### config.mk
export PLATFORM = sky130hd
export DESIGN_NAME = rpm_ram
export DESIGN_NICKNAME = d
export VERILOG_FILES = /design/src/hdl/randomized_prim_maze_carver_macros.svh /design/src/hdl/rpm_ram.sv
export SDC_FILE = /design/constraint.sdc
export NUM_CORES = 1
export LEC_CHECK = 0
export CAP_MARGIN = 15
export CORE_ASPECT_RATIO = 1.1
export CORE_MARGIN = 8
export CORE_UTILIZATION = 53
export DETAILED_ROUTE_END_ITERATION = 10
export DONT_BUFFER_PORTS = 1
export GPL_TIMING_DRIVEN = 0
export PLACE_DENSITY = 0.68
export REMOVE_ABC_BUFFERS = 1
export SETUP_SLACK_MARGIN = 0.4
export SYNTH_ARGS = -nofsm -noshare
export SYNTH_HDL_FRONTEND = slang
export SYNTH_SLANG_ARGS = --single-unit
export TNS_END_PERCENT = 20
### constraint.sdc
create_clock -name clk -period 2.1 [get_ports clk]
set_clock_uncertainty 0.1 [all_clocks]
set_input_delay 0.21 -clock clk [delete_from_list [all_inputs] [get_ports clk]]
set_output_delay 0.21 -clock clk [all_outputs]
set_load 0.02 [all_outputs]
### src/hdl/randomized_prim_maze_carver_macros.svh
// Assertion macros for the maze carver RTL.
// Define NO_ASSERTIONS to compile them away.
`ifndef RANDOMIZED_PRIM_MAZE_CARVER_MACROS_SVH
`define RANDOMIZED_PRIM_MAZE_CARVER_MACROS_SVH
`ifndef NO_ASSERTIONS
`define RPM_ASSERT(label, clk, rst_n, prop, msg) \
	label: assert property (@(posedge clk) disable iff (!rst_n) prop) else $error(msg);
`define RPM_ASSERT_NR(label, clk, prop, msg) \
	label: assert property (@(posedge clk) prop) else $error(msg);
`else
`define RPM_ASSERT(label, clk, rst_n, prop, msg)
`define RPM_ASSERT_NR(label, clk, prop, msg)
`endif
`endif

### src/hdl/rpm_ram.sv
// Generic single-port write, single-port read RAM with registered read.
// No dependencies.
module rpm_ram #(
	parameter int Width = 8,
	parameter int Depth = 16
) (
	input  logic                     clk,
	input  logic                     we,
	input  logic [$clog2(Depth)-1:0] waddr,
	input  logic [Width-1:0]         wdata,
	input  logic [$clog2(Depth)-1:0] raddr,
	output logic [Width-1:0]         rdata
);
	logic [Width-1:0] mem [Depth];

	// write port and registered read port
	always_ff @(posedge clk) begin
		if (we) mem[waddr] <= wdata;
		rdata <= mem[raddr];
	end
endmodule

==> results by group <==
Worst setup path
  – Crit path buffers/inverters: 2
  – Critical Path Source Type: input pin
  – Critical register-to-register path endpoint: rdata[3]
  – Worst Path Required: 2210 ps
  – Worst flop-to-flop path startpoint: mem[0][3]
  – Delay of the slowest cell on the worst path: 630 ps
  – Crit Path Max Fanout: 5
  – Critical Path, Cell by Cell: dlygate4sd3_1 > nor3_1 > buf_4
  – Kind of critical path: in2reg
  – Critical path's slowest cell: sky130_fd_sc_hd__nor3_1
  – Logic depth of the worst register-to-register path: 3
  – Internal reg-to-reg setup slack: 570 ps
  – Count of cell instances traversed by the critical path: 3
  – Critical Path End: mem[12][6]
  – CP Data Arrival Time: 1720 ps
  – Endpoint class of the critical path: register
  – Category of cells accounting for the largest share of critical-path delay: buffers and inverters
  – Launching instance or port of the critical path: waddr[1]

Yosys
  – Portion of netlist area occupied by mux cells: 15.0%
  – Post-synthesis cell area: between 0.005 and 0.006 mm²
  – Post-synthesis simple-gate area fraction: under 10%
  – Synthesized flop and latch total: 136
  – Mean area per synthesized cell: around 22 µm²
  – Yosys Warn Count: 0
  – Fraction of synthesized cell area in xor and xnor cells: 0%
  – Fraction of the mapped netlist area in adder cells: 0%
  – Register area share after synthesis: between 70 and 80%
  – Largest family of logic cells by synthesized area: multiplexers
  – Count of distinct cell types in the synthesized netlist: 19
  – Area fraction in compound gates after synthesis: roughly 2.3%
  – Post-synthesis instance total: 229

STA
  – Setup repair after global routing missed its margin: no
  – Final period demand of the worst path: 1610 ps
  – Share of the cycle needed by the critical path after routing: 76.7%
  – Worst slack on hold paths: -28.7 ps
  – Max-slew headroom at the worst pin: approximately 42%
  – Final Hold Fails: 4
  – Total setup violations reported at the end of the flow: 0
  – Max frequency: between 600 and 700 MHz
  – Slew of the pin with the lowest slew margin: 862 ps
  – Final number of max-transition violations: 0

Clock tree
  – H-tree depth: 4
  – Cell at the root of the clock tree: sky130_fd_sc_hd__clkbuf_8
  – Cts hold-fix bufs: 11
  – Clock latency at the later pin of the worst-skew pair: 510 ps
  – Post-cts resize count: 0
  – Clock-pin slew of the registers on the worst-case setup and hold paths: 60 ps
  – Number of buffers on the longest clock path: 2
  – Clock Sinks: 136
  – TritonCTS Buffers: 17
  – Number of buffers inserted by post-CTS setup repair: 0
  – CTS tree: built

Final layout
  – Area occupied by registers: 0.00400 mm²
  – Most frequent cells in the layout: 128 x sky130_fd_sc_hd__edfxtp_1, 18 x sky130_fd_sc_hd__mux4_2, 16 x sky130_fd_sc_hd__a22oi_1, 16 x sky130_fd_sc_hd__clkbuf_16, 14 x sky130_fd_sc_hd__mux4_1
  – Count of inserted antenna diode cells: 0
  – Combined area of the multi-input logic cells: 0.00106 mm²
  – Count of fill cells added during filler insertion: 647
  – Most common cell after layout, fill and taps aside: sky130_fd_sc_hd__edfxtp_1
  – Count of nets after finishing: 271
  – Layout overhead on the synthesized area: 15.2%
  – Layout cell share with drive strength beyond 1: a little under a fifth

Die
  – IO Pins: 26
  – Placement Rows: 37
  – DIE AREA: roughly 0.013 mm²
  – Effective utilization at floorplan: 54.8%
  – Core ar.: 0.00940 mm²
  – Height of the die: 119 µm
  – Die Width: 110 µm

Global route
  – First-pass GRT wire length: about 14 mm
  – Global-route usage over all layers: 15.2%
  – Number of global-route vias before repair: 2433
  – GR Overflow Total: 0
  – Initial antenna violation count: 0
  – Maximum number of pins on one net before global-route repair: 33

Hold path
  – Worst hold path class: in2reg

Pwr
  – Overall power of the completed layout: 6130 µW
  – PwrDens: 1030 mW/mm²
  – Maximum resistive drop on vdd: between 700 and 800 µV
  – LEAKAGE: 0.00193 µW

Run
  – Max-Cap Viols: 0

Drt
  – Via/cell ratio: 6.08
  – DR WL met2: between 4 and 5 mm
  – TritonRoute pass-1 iters: 5
  – Post-detailed-route count of antenna-violating nets: 0
  – Avg WL per Cell: between 20 and 25 µm
  – Number of vias after detailed routing: 2327
  – Wl on met1: 3.77 mm
  – DRC Markers: 0
  – Number of violations reported at the end of detailed-routing iteration 0: ~170
  – Met3 Routed Length: 828 µm
  – Uppermost signal routing layer after detailed routing: met4
  – Final Routed Wirelength: 9.36 mm

Placement
  – Detailed-placement wirelength estimate: 5.51 mm
  – Routability congestion estimate: ~0.69
  – IO Port Bufs: 0

Outcome
  – Status: finished, violations left
  – Violated checks: hold timing
-- metrics by stage --
stage / utilization (%) / TNS, ps / worst slack (ps) / std cells / area, µm²
after floorplan: - / 0 / 297 / 219 / 5060
after global placement: 55.4 / -1480 / -186 / 336 / 5210
after detailed placement: 55.7 / 0 / 182 / 340 / 5240
after CTS: 63.1 / 0 / 498 / 383 / 5930
after global routing: 63.1 / 0 / 410 / 383 / 5930
final: 63.1 / 0 / 490 / 383 / 5930
-- synthesized netlist by cell type --
cell	n	area share, %
sky130_fd_sc_hd__mux4_1	14	7.1
sky130_fd_sc_hd__buf_2	3	0.29
sky130_fd_sc_hd__buf_6	3	0.66
sky130_fd_sc_hd__mux4_2	18	7.9
sky130_fd_sc_hd__or3b_2	1	0.17
sky130_fd_sc_hd__and2b_1	1	0.15
sky130_fd_sc_hd__nor2b_1	1	0.12
sky130_fd_sc_hd__clkdlybuf4s25_2	3	0.58
sky130_fd_sc_hd__nor2_1	13	0.95
sky130_fd_sc_hd__nand3b_1	2	0.29
sky130_fd_sc_hd__edfxtp_1	128	75
sky130_fd_sc_hd__nor3_1	4	0.39
sky130_fd_sc_hd__nand3_1	1	0.097
sky130_fd_sc_hd__and2_1	1	0.12
sky130_fd_sc_hd__buf_4	1	0.15
sky130_fd_sc_hd__a22oi_1	16	2.3
sky130_fd_sc_hd__nand2_1	9	0.66
sky130_fd_sc_hd__nand2b_1	2	0.24
sky130_fd_sc_hd__dfxtp_1	8	3.1
-- worst reg2reg max path, stage by stage (launching register included) --
cell and delay, ps:
sky130_fd_sc_hd__edfxtp_1 360, sky130_fd_sc_hd__mux4_1 490, sky130_fd_sc_hd__a22oi_1 290, sky130_fd_sc_hd__nand2_1 140
-- kinds of logic after synthesis --
group / count (synthesis)
compound gates: 16
mux: 32
flops: 136
simple gates: 35
buf+inv: 10
-- state kept, by name, indices dropped and copies added, names as in the netlist --
name	flops
mem	128
rdata	8
-- where the power goes --
group	switching (µW)	internal (µW)	total, µW	leakage, µW
sequential	40.4	3040	3080	0.00122
clock	1040	1780	2830	0.000265
combinational	120	103	223	0.000442
-- metal layers --
layer / vias to the layer above / global-route usage, %
met2: 105 / 23.4
met4: 0 / 6.26
met1: 1190 / 19.7
met5: - / 0
li1: 1022 / -
met3: 10 / 4.31
-- cell type report --
class                           count  share of cell area (%)
Tap cell                          117                    2.47
Clock inverter                     15                    2.70
Timing Repair Buffer               15                    2.53
Clock buffer                       17                    6.98
Sequential cell                   136                    67.5
Multi-Input combinational cell     83                    17.8
-- how the worst min path moves through the flow --
stage | slack [ps] | start | depth (start not counted) | to
2_1_floorplan | 210 | wdata[0] | 0 | mem[0][0]
5_1_grt | -30 | raddr[0] | 3 | rdata[6]
3_3_place_gp | 210 | wdata[2] | 0 | mem[9][2]
6_report | -30 | raddr[0] | 3 | rdata[6]
4_1_cts | -40 | raddr[0] | 3 | rdata[7]
3_5_place_dp | 210 | wdata[4] | 0 | mem[13][4]
Note: power is estimated with default switching activity, not from simulation.
