### src/hdl/randomized_prim_maze_carver_macros.svh
// Assertion macros for the maze carver RTL.
// Define NO_ASSERTIONS to compile them away.
`ifndef RANDOMIZED_PRIM_MAZE_CARVER_MACROS_SVH
`define RANDOMIZED_PRIM_MAZE_CARVER_MACROS_SVH
`ifndef NO_ASSERTIONS
`define RPM_ASSERT(label, clk, rst_n, prop, msg) \
	label: assert property (@(posedge clk) disable iff (!rst_n) prop) else $error(msg);
`define RPM_ASSERT_NR(label, clk, prop, msg) \
	label: assert property (@(posedge clk) prop) else $error(msg);
`else
`define RPM_ASSERT(label, clk, rst_n, prop, msg)
`define RPM_ASSERT_NR(label, clk, prop, msg)
`endif
`endif

### src/hdl/rpm_pkg.sv
// Package for the maze carver: constants, codes, word types, states and the xorshift step.
// No dependencies.
package rpm_pkg;
	localparam int GridSizeDef = 21;
	localparam int ListDepthDef = 2048;
	localparam int CoordW = 6;
	localparam int CellAddrW = 12;

	typedef enum logic [1:0] {
		OP_LOAD = 2'd0, OP_START = 2'd1, OP_STEP = 2'd2, OP_NONE = 2'd3
	} op_t;
	localparam logic [1:0] KIND_WALL = 2'd0;
	localparam logic [1:0] KIND_OPEN = 2'd1;
	localparam logic [1:0] KIND_OTHER = 2'd2;
	localparam logic [1:0] KIND_BAD = 2'd3;
	localparam logic [1:0] REG_SEED = 2'd0;
	localparam logic [1:0] REG_ROW = 2'd1;
	localparam logic [1:0] REG_COL = 2'd2;

	typedef struct packed {
		logic [1:0] operation;
		logic [5:0] cell_row;
		logic [5:0] cell_col;
		logic [1:0] cell_kind;
	} in_word_t;

	typedef struct packed {
		logic       carved;
		logic [5:0] carved_row;
		logic [5:0] carved_col;
		logic       done_res;
		logic       list_overflow;
	} out_word_t;

	typedef enum logic [4:0] {
		S_IDLE, S_RNG, S_DIV, S_RDW, S_RDW2, S_NB_RD, S_NB_WT, S_NB_CHK,
		S_OPEN, S_PU_RD, S_PU_WT, S_PU_CHK, S_CMP_RD, S_CMP_WT, S_CMP_CHK, S_DONE
	} state_t;

	function automatic logic [31:0] xorshift(input logic [31:0] x);
		logic [31:0] y;
		y = x ^ (x << 13);
		y = y ^ (y >> 17);
		y = y ^ (y << 5);
		return y;
	endfunction
endpackage

### src/hdl/rpm_divider.sv
// Restoring divider: 32-bit dividend mod a narrow divisor, one bit a cycle.
// Depends on rpm_pkg.
module rpm_divider #(
	parameter int DivW = 12
) (
	input  logic            clk,
	input  logic            arst_n,
	input  logic            go,
	input  logic [31:0]     dividend,
	input  logic [DivW-1:0] divisor,
	output logic            ready,
	output logic [DivW-1:0] remainder
);
	import rpm_pkg::*;
	logic [31:0]   quo_q;
	logic [DivW:0] rem_q;
	logic [DivW-1:0] div_q;
	logic [5:0]    cnt_q;
	logic          busy_q;
	logic [DivW+1:0] trial;

	assign trial = {rem_q, quo_q[31]} - {2'b00, div_q};

	// shift one dividend bit into the partial remainder per cycle
	always_ff @(posedge clk or negedge arst_n) begin
		if (!arst_n) begin
			busy_q <= 1'b0;
			cnt_q <= '0;
		end else if (go) begin
			busy_q <= 1'b1;
			cnt_q <= 6'd32;
		end else if (busy_q) begin
			cnt_q <= cnt_q - 6'd1;
			if (cnt_q == 6'd1) busy_q <= 1'b0;
		end
	end

	always_ff @(posedge clk) begin
		if (go) begin
			quo_q <= dividend;
			rem_q <= '0;
			div_q <= divisor;
		end else if (busy_q) begin
			quo_q <= {quo_q[30:0], 1'b0};
			if (!trial[DivW+1]) rem_q <= trial[DivW:0];
			else rem_q <= {rem_q[DivW-1:0], quo_q[31]};
		end
	end

	assign ready = !busy_q && !go;
	assign remainder = rem_q[DivW-1:0];
endmodule

### config.mk
export PLATFORM = sky130hd
export DESIGN_NAME = rpm_divider
export DESIGN_NICKNAME = d
export VERILOG_FILES = /design/src/hdl/randomized_prim_maze_carver_macros.svh /design/src/hdl/rpm_pkg.sv /design/src/hdl/rpm_divider.sv
export SDC_FILE = /design/constraint.sdc
export NUM_CORES = 1
export LEC_CHECK = 0
export BUFFER_PORTS_ARGS = -buffer_cell sky130_fd_sc_hd__buf_2
export CORE_ASPECT_RATIO = 1.2
export CORE_MARGIN = 1
export CORE_UTILIZATION = 61
export DETAILED_ROUTE_END_ITERATION = 16
export GPL_TIMING_DRIVEN = 0
export PLACE_DENSITY = 0.95
export SETUP_SLACK_MARGIN = 0.5
export SYNTH_ARGS = -nofsm -noshare
export SYNTH_HDL_FRONTEND = slang
export SYNTH_SLANG_ARGS = --single-unit
### constraint.sdc
create_clock -name clk -period 6.45 [get_ports clk]
set_input_delay 0.3225 -clock clk [delete_from_list [all_inputs] [get_ports clk]]
set_output_delay 0.3225 -clock clk [all_outputs]
set_load 0.05 [all_outputs]
==> metrics.txt, run 1 <==
Post-Synth Adder-Cell Area 5.52%; DR WL/cell 17.0 µm; endpoints failing setup 0; syn nets 368; CP peak stage delay 420 ps; Filler cells 342; DRC Markers 0; HPWL Detailed 5470 µm; fin. max-slew vios 0; post-route setup TNS 0 ps; grt total ovfl 0; Synth top area share 37.3%; CTS tree yes; Final GP Congestion 0.868; CP most frequent cell inv_1; post-synthesis mux area share 10.3%; Port Buf Inserts 59; Post-Synth Simple-Gate Area 11.4%; layout cells sized above 1 35.3%; status finished, final reports clean; Max clock buf depth 2; first-pass GRT wire length 12300 µm; final WL 7560 µm; GRT Total Usage 27.4%; Seq/Total Area, Yosys 49.6%; ordered list of cells on the worst path inv_1 -> ha_1 -> inv_1 -> fa_1 -> a21oi_1 -> o22ai_1 -> o41a_1 -> xnor2_1 -> nand3_1 -> a311oi_1; Setup crit end kind flop; H-tree levels 3; Max IR drop VDD 0.202 mV; Die H 85.4 µm; # rows 30; GR met1 Demand/Resource 32.0%; FF+latch count, synth 64; Ports 60; HP Class primary input to flop; global routing's busiest layer met2; Horiz. Die Dim 71.5 µm; Core ar. 5630 µm²; CTS buffer count 9; Worst Tran Pin Value 1190 ps; unrepaired setup endpoints after global routing false; CP Class flop to flop; XOR/XNOR share of the synthesized area 3.22%; post-synthesis cell type count 60; EDFF count, synth 44; post-CTS setup buffer count 0; post-route minimum period 2620 ps; M2 GR Usage 46.1%; Root Driver clkbuf_8; synth warn 0; leading post-synthesis cells by cell area edfxtp_1 (37%), mux2_2 (9.9%), dfxtp_1 (7.4%); hold_ws 146 ps; Worst-Skew Late Latency 350 ps; Rel. slew slack 20.4%; Vias/cell 6.00; Clk pin slew, worst setup/hold paths 80 ps; Synth async-reset ratio 10.9%; drt first pass iters 5; initial antenna violation count 0; combinational family with the most area after synthesis compound AO/OA/AOI/OAI gates; NumNets Final 439; Worst Setup Start Kind flop; total power per unit cell area 326 nW/µm²; Compound-Gate Fraction of Synth Area 12.6%; Final ANT Viol Nets 0; placed cell areas 3910 µm²; synth cell count leaders edfxtp_1 (44), mux2_2 (31), nor2_1 (23), inv_1 (20), ha_1 (14); die area 6110 µm²; Initial Util 62.8%; Hold Fails Final Rpt 0; Vias 2676; Worst Path Arrival 2880 ps; P_leak 0.00175 µW; largest net degree at the start of global routing 33; grt met3 use 8.67%; top-count cell post-synth edfxtp_1; vias in the first global route 2640; post-route clock skew 7.32 ps; Crit-path slowest cell fa_1; post-synthesis cell count 306; Top FF cell, synth edfxtp_1; P&R area growth vs syn 17.1%; ant diodes 0; fin area 4140 µm²; clock sink count 64; fin crit share 40.6%; most area-hungry cell type in the Yosys netlist edfxtp_1; 1st-iter DRT viols 244; critical path required time 6710 ps; Max Clk Rate 382 MHz; max cap viols 0; Crit Path Max Fanout 4; syn avg cell area 11.6 µm²; Mapped Area 3540 µm²
-- kinds of logic after synthesis --
kind of cell,Yosys count
AOI/OAI and AO/OA,59
xor gates and xnor gates,13
adders and majority gates,15
buffers and inverters,47
DFF,64
muxes,32
and+or+nand+nor,76
-- worst paths after layout --
kind	endpoint	startpoint	slack (ps)	depth (start not counted)
setup / recovery	rem_q[10]	quo_q[31]	3830	10
hold / removal	div_q[4]	divisor[4]	150	1
setup reg to reg	rem_q[10]	quo_q[31]	3830	10
hold reg to reg	rem_q[4]	rem_q[4]	530	2
max in group asynchronous	cnt_q[0]	arst_n	5970	2
min in group asynchronous	cnt_q[1]	arst_n	330	2
-- final cells by class --
class	count	area [µm²]	area share [%]
plain buffers	27	188	4.53
multi-input cells	195	1520	36.7
flip-flops and latches	64	1760	42.4
inverters	20	75.1	1.81
clock inverters	7	95.1	2.30
well taps	64	80.1	1.93
repair buffers	60	305	7.37
clock buffers	9	124	2.99
-- cells in the final DEF (no fill, tap or decap), types with 13 or more instances in the layout --
cell type and count:
dfxtp_1 13, buf_4 13, mux2_2 31, inv_1 20, nand3_1 13, buf_2 60
o21ai_0 13, ha_1 14, edfxtp_1 44, nor2_1 23
-- registers in the layout (all words and copies together), names as in the netlist --
signal and cells:
quo_q 32, rem_q 13, div_q 12, cnt_q 6
busy_q 1
-- repair_timing --
item / CTS / global route
setup endpoints to repair: 0 / 0
gates resized for setup: 0 / 0
hold buffers: 1 / 0
hold endpoints to repair: 7 / 0
-- layer usage --
| metal | share of wire [%] | routed length [µm] | vias to the layer above |
|---|---|---|---|
| li1 | - | - | 1259 |
| met1 | 39 | 2940 | 1270 |
| met2 | 52 | 3920 | 123 |
| met5 | 0 | 0 | - |
| met3 | 6.7 | 506 | 24 |
| met4 | 2.7 | 203 | 0 |
-- power by group --
part	internal, µW	total [µW]	switching, µW
registers	512	557	45.1
logic	179	405	227
clock network	218	386	168
total	909	1350	440
-- stage by stage --
stage / total power [µW] / cells / utilization (%) / worst slack [ps]
finish: 1350 / 446 / 73.6 / 3830
global route: 1410 / 446 / 73.6 / 3700
CTS: 1350 / 446 / 73.6 / 3850
detailed placement: 966 / 429 / 69.5 / 3900
global placement: 939 / 429 / 69.5 / 4000
floorplan: 868 / 306 / - / 3910
-- critical path: cells and delay by family (launching register included) --
family	cells	cell delay [ps]
AOI/OAI and AO/OA	4	1060
xor gates and xnor gates	1	190
adders and majority gates	2	620
buffers and inverters	2	150
DFF	1	410
and+or+nand+nor	1	100
Power figures use the tool's default switching activity.
==> run 2: changes to the inputs <==
CORE_UTILIZATION = 56   (was 61)
PLACE_DENSITY = 0.9   (was 0.95)
clock period = 2.51 ns   (was 6.45 ns; I/O delays follow)
==> run 2 against run 1 <==
Flip-flop and latch count did not move. Non-clock buffer count rose by 28. Largest power group unchanged. Critical path type unchanged. Hold slack got worse by 78 ps. Core utilization rose by 5.7 points. Highest routed layer unchanged.
==> metrics.txt, run 2 (synthesis gave the netlist of run 1 again) <==
Worst Setup Start Kind flop; top flop regs quo_q x32, rem_q x13, div_q x12; GRT Total Usage 31.1% (+3.7 points); Max IR drop VDD 0.530 mV (+160%); grt total ovfl 0 (unchanged); WHS Path Cells 2 (+1); fin crit share 99.8% (+59 points); Switching Share 34.4% (+1.7 points); Core ar. 6050 µm² (+7.5%); Clk pin slew, worst setup/hold paths 80 ps (about the same); global routing's busiest layer met2; P_leak 0.00193 µW (+10%); Setup crit end kind flop; placed cell areas 4020 µm² (+2.7%); layout cells sized above 1 50.6% (+15 points); DR WL/cell 20.3 µm (+20%); H-tree levels 3 (unchanged); CTS tree yes; clock sink count 64 (unchanged); HP Class primary input to flop; ant diodes 0 (unchanged); fin. max-slew vios 0 (unchanged); post-route minimum period 2510 ps (-114 ps); Vias 3000 (+12%); NumNets Final 468 (+6.6%); vias in the first global route 2902 (+9.9%); Root Driver clkbuf_8; most frequent cells in the layout buf_2 (60), edfxtp_1 (44), mux2_2 (31), buf_4 (22), nor2_1 (21); largest net degree at the start of global routing 18 (-45%); Vias/cell 6.09 (+1.4%); Reg-to-Reg End rem_q[10]; worst reg-to-reg setup slack 4 ps (-3830 ps); 1st-iter DRT viols 337 (+38%); HPWL Detailed 5360 µm (-2.0%); Tot Pwr 3860 µW (+190%); Worst-Skew Late Latency 360 ps (about the same); Crit Path Max Fanout 2 (-2); Crit Reg-Reg Startpoint quo_q[31]; pre-CTS setup slack 65.3 ps (-3840 ps); Horiz. Die Dim 74.6 µm (+4.3%); unrepaired setup endpoints after global routing true; Max clock buf depth 2 (unchanged); # rows 31 (+3.3%); M2 GR Usage 48.9% (+2.7 points); total power per unit cell area 804 nW/µm² (+150%); Max Clk Rate 399 MHz (+4.6%); final worst slack 3.94 ps (-3830 ps); final WL 10000 µm (+32%); Initial Util 58.5% (-4.4 points); Port Buf Inserts 59 (unchanged); grt met3 use 9.47% (+0.80 points); Comb pwr share 36.6% (+6.5 points); Final Core Density 79.3% (+5.7 points); commonest non-fill, non-tap cell in the layout buf_2; fin area 4800 µm² (+16%); part of the power in registers 37.7% (-3.6 points); CP Class flop to flop; initial antenna violation count 0 (unchanged); Reg with most FFs quo_q; Sw Pwr 1330 µW (+200%); post-route clock skew 11.5 ps (+4.18 ps); Worst Tran Pin Value 632 ps (-561 ps); hold path start dividend[23]; Int Pwr 2530 µW (+180%); P&R area growth vs syn 35.5%; status finished, final reports clean; max FFs per register 32 (unchanged); CTS buffer count 9 (unchanged); critical path required time 2770 ps (-3940 ps); Ports 60 (unchanged); non-filler instance count after layout 493 (+11%); Cell Count Post-Placement 447 (+4.2%); Hold Fails Final Rpt 0 (unchanged); Die H 89.1 µm (+4.3%); Final ANT Viol Nets 0 (unchanged); path depth of the worst reg2reg path 10 (unchanged); endpoints failing setup 0 (unchanged); Rel. slew slack 57.9% (+38 points); Final GP Congestion 0.919 (+5.8%); Worst Path Arrival 2770 ps (-110 ps); first-pass GRT wire length 14700 µm (+19%); DRC Markers 0 (unchanged); die area 6640 µm² (+8.7%); worst hold path endpoint quo_q[23]; drt first pass iters 6 (+1); max cap viols 0 (unchanged); clock share of power 25.7% (-2.9 points); Filler cells 335 (-2.0%); GR met1 Demand/Resource 37.4% (+5.3 points)
## run 2: timing repair
action	CTS	global route
setup endpoints to repair	45	25
hold buffers	13	0
gates resized for setup	34	33
setup buffers	9	6
pin swaps	17	22
cloned	2	0
hold endpoints to repair	19	0
## run 2: power by group through the flow
stage | Clock (µW) | Sequential, µW | Combinational [µW]
finish | 991 | 1450 | 1410
global route | 1040 | 1470 | 1500
CTS | 990 | 1440 | 1200
detailed placement | 0 | 1450 | 1070
global placement | 0 | 1440 | 1020
floorplan | 0 | 1410 | 865
## run 2: stage by stage
stage	setup TNS, ps	hold slack, ps
floorplan	0	-170
global placement	0	-37.3
detailed placement	0	-33.9
CTS	0	64.3
global route	-40.0	59.0
finish	0	67.9
## run 2: area by class of cell
| type | instances | area (µm²) | area share (%) |
|---|---|---|---|
| buffer | 27 | 201 | 4.20 |
| clock buffer | 9 | 124 | 2.58 |
| clock inverter | 7 | 95.1 | 1.98 |
| inverter | 20 | 78.8 | 1.64 |
| multi-input combinational | 195 | 1850 | 38.5 |
| sequential | 64 | 1760 | 36.8 |
| tap | 82 | 103 | 2.14 |
| timing repair buffer | 88 | 577 | 12.0 |
| timing repair inverter | 1 | 7.51 | 0.157 |
## run 2: worst max path at each step
stage                end  startpoint  slack (ps)  cells after the start
3_3_place_gp    rem_q[0]    rem_q[0]         190                      7
6_report       rem_q[10]   quo_q[31]           4                     10
5_1_grt        rem_q[10]   quo_q[31]         -40                     10
2_1_floorplan  rem_q[10]   quo_q[31]         410                     10
3_5_place_dp    rem_q[0]    rem_q[0]          70                      7
4_1_cts         rem_q[8]   quo_q[31]         200                     10
## run 2: worst max-delay path, stage by stage (launching register included)
cell and delay [ps]:
edfxtp_1 420, inv_2 90, ha_4 130, inv_2 40, fa_2 370, a21oi_4 190
o22ai_4 120, o41a_1 450, xnor2_1 200, nand3_1 130, a311oi_2 270
## run 2: metal layers
| metal | wire, µm | part of all wire, % |
|---|---|---|
| met1 | 3670 | 37 |
| met4 | 495 | 4.9 |
| met2 | 4940 | 49 |
| met3 | 902 | 9.0 |
| met5 | 0 | 0 |
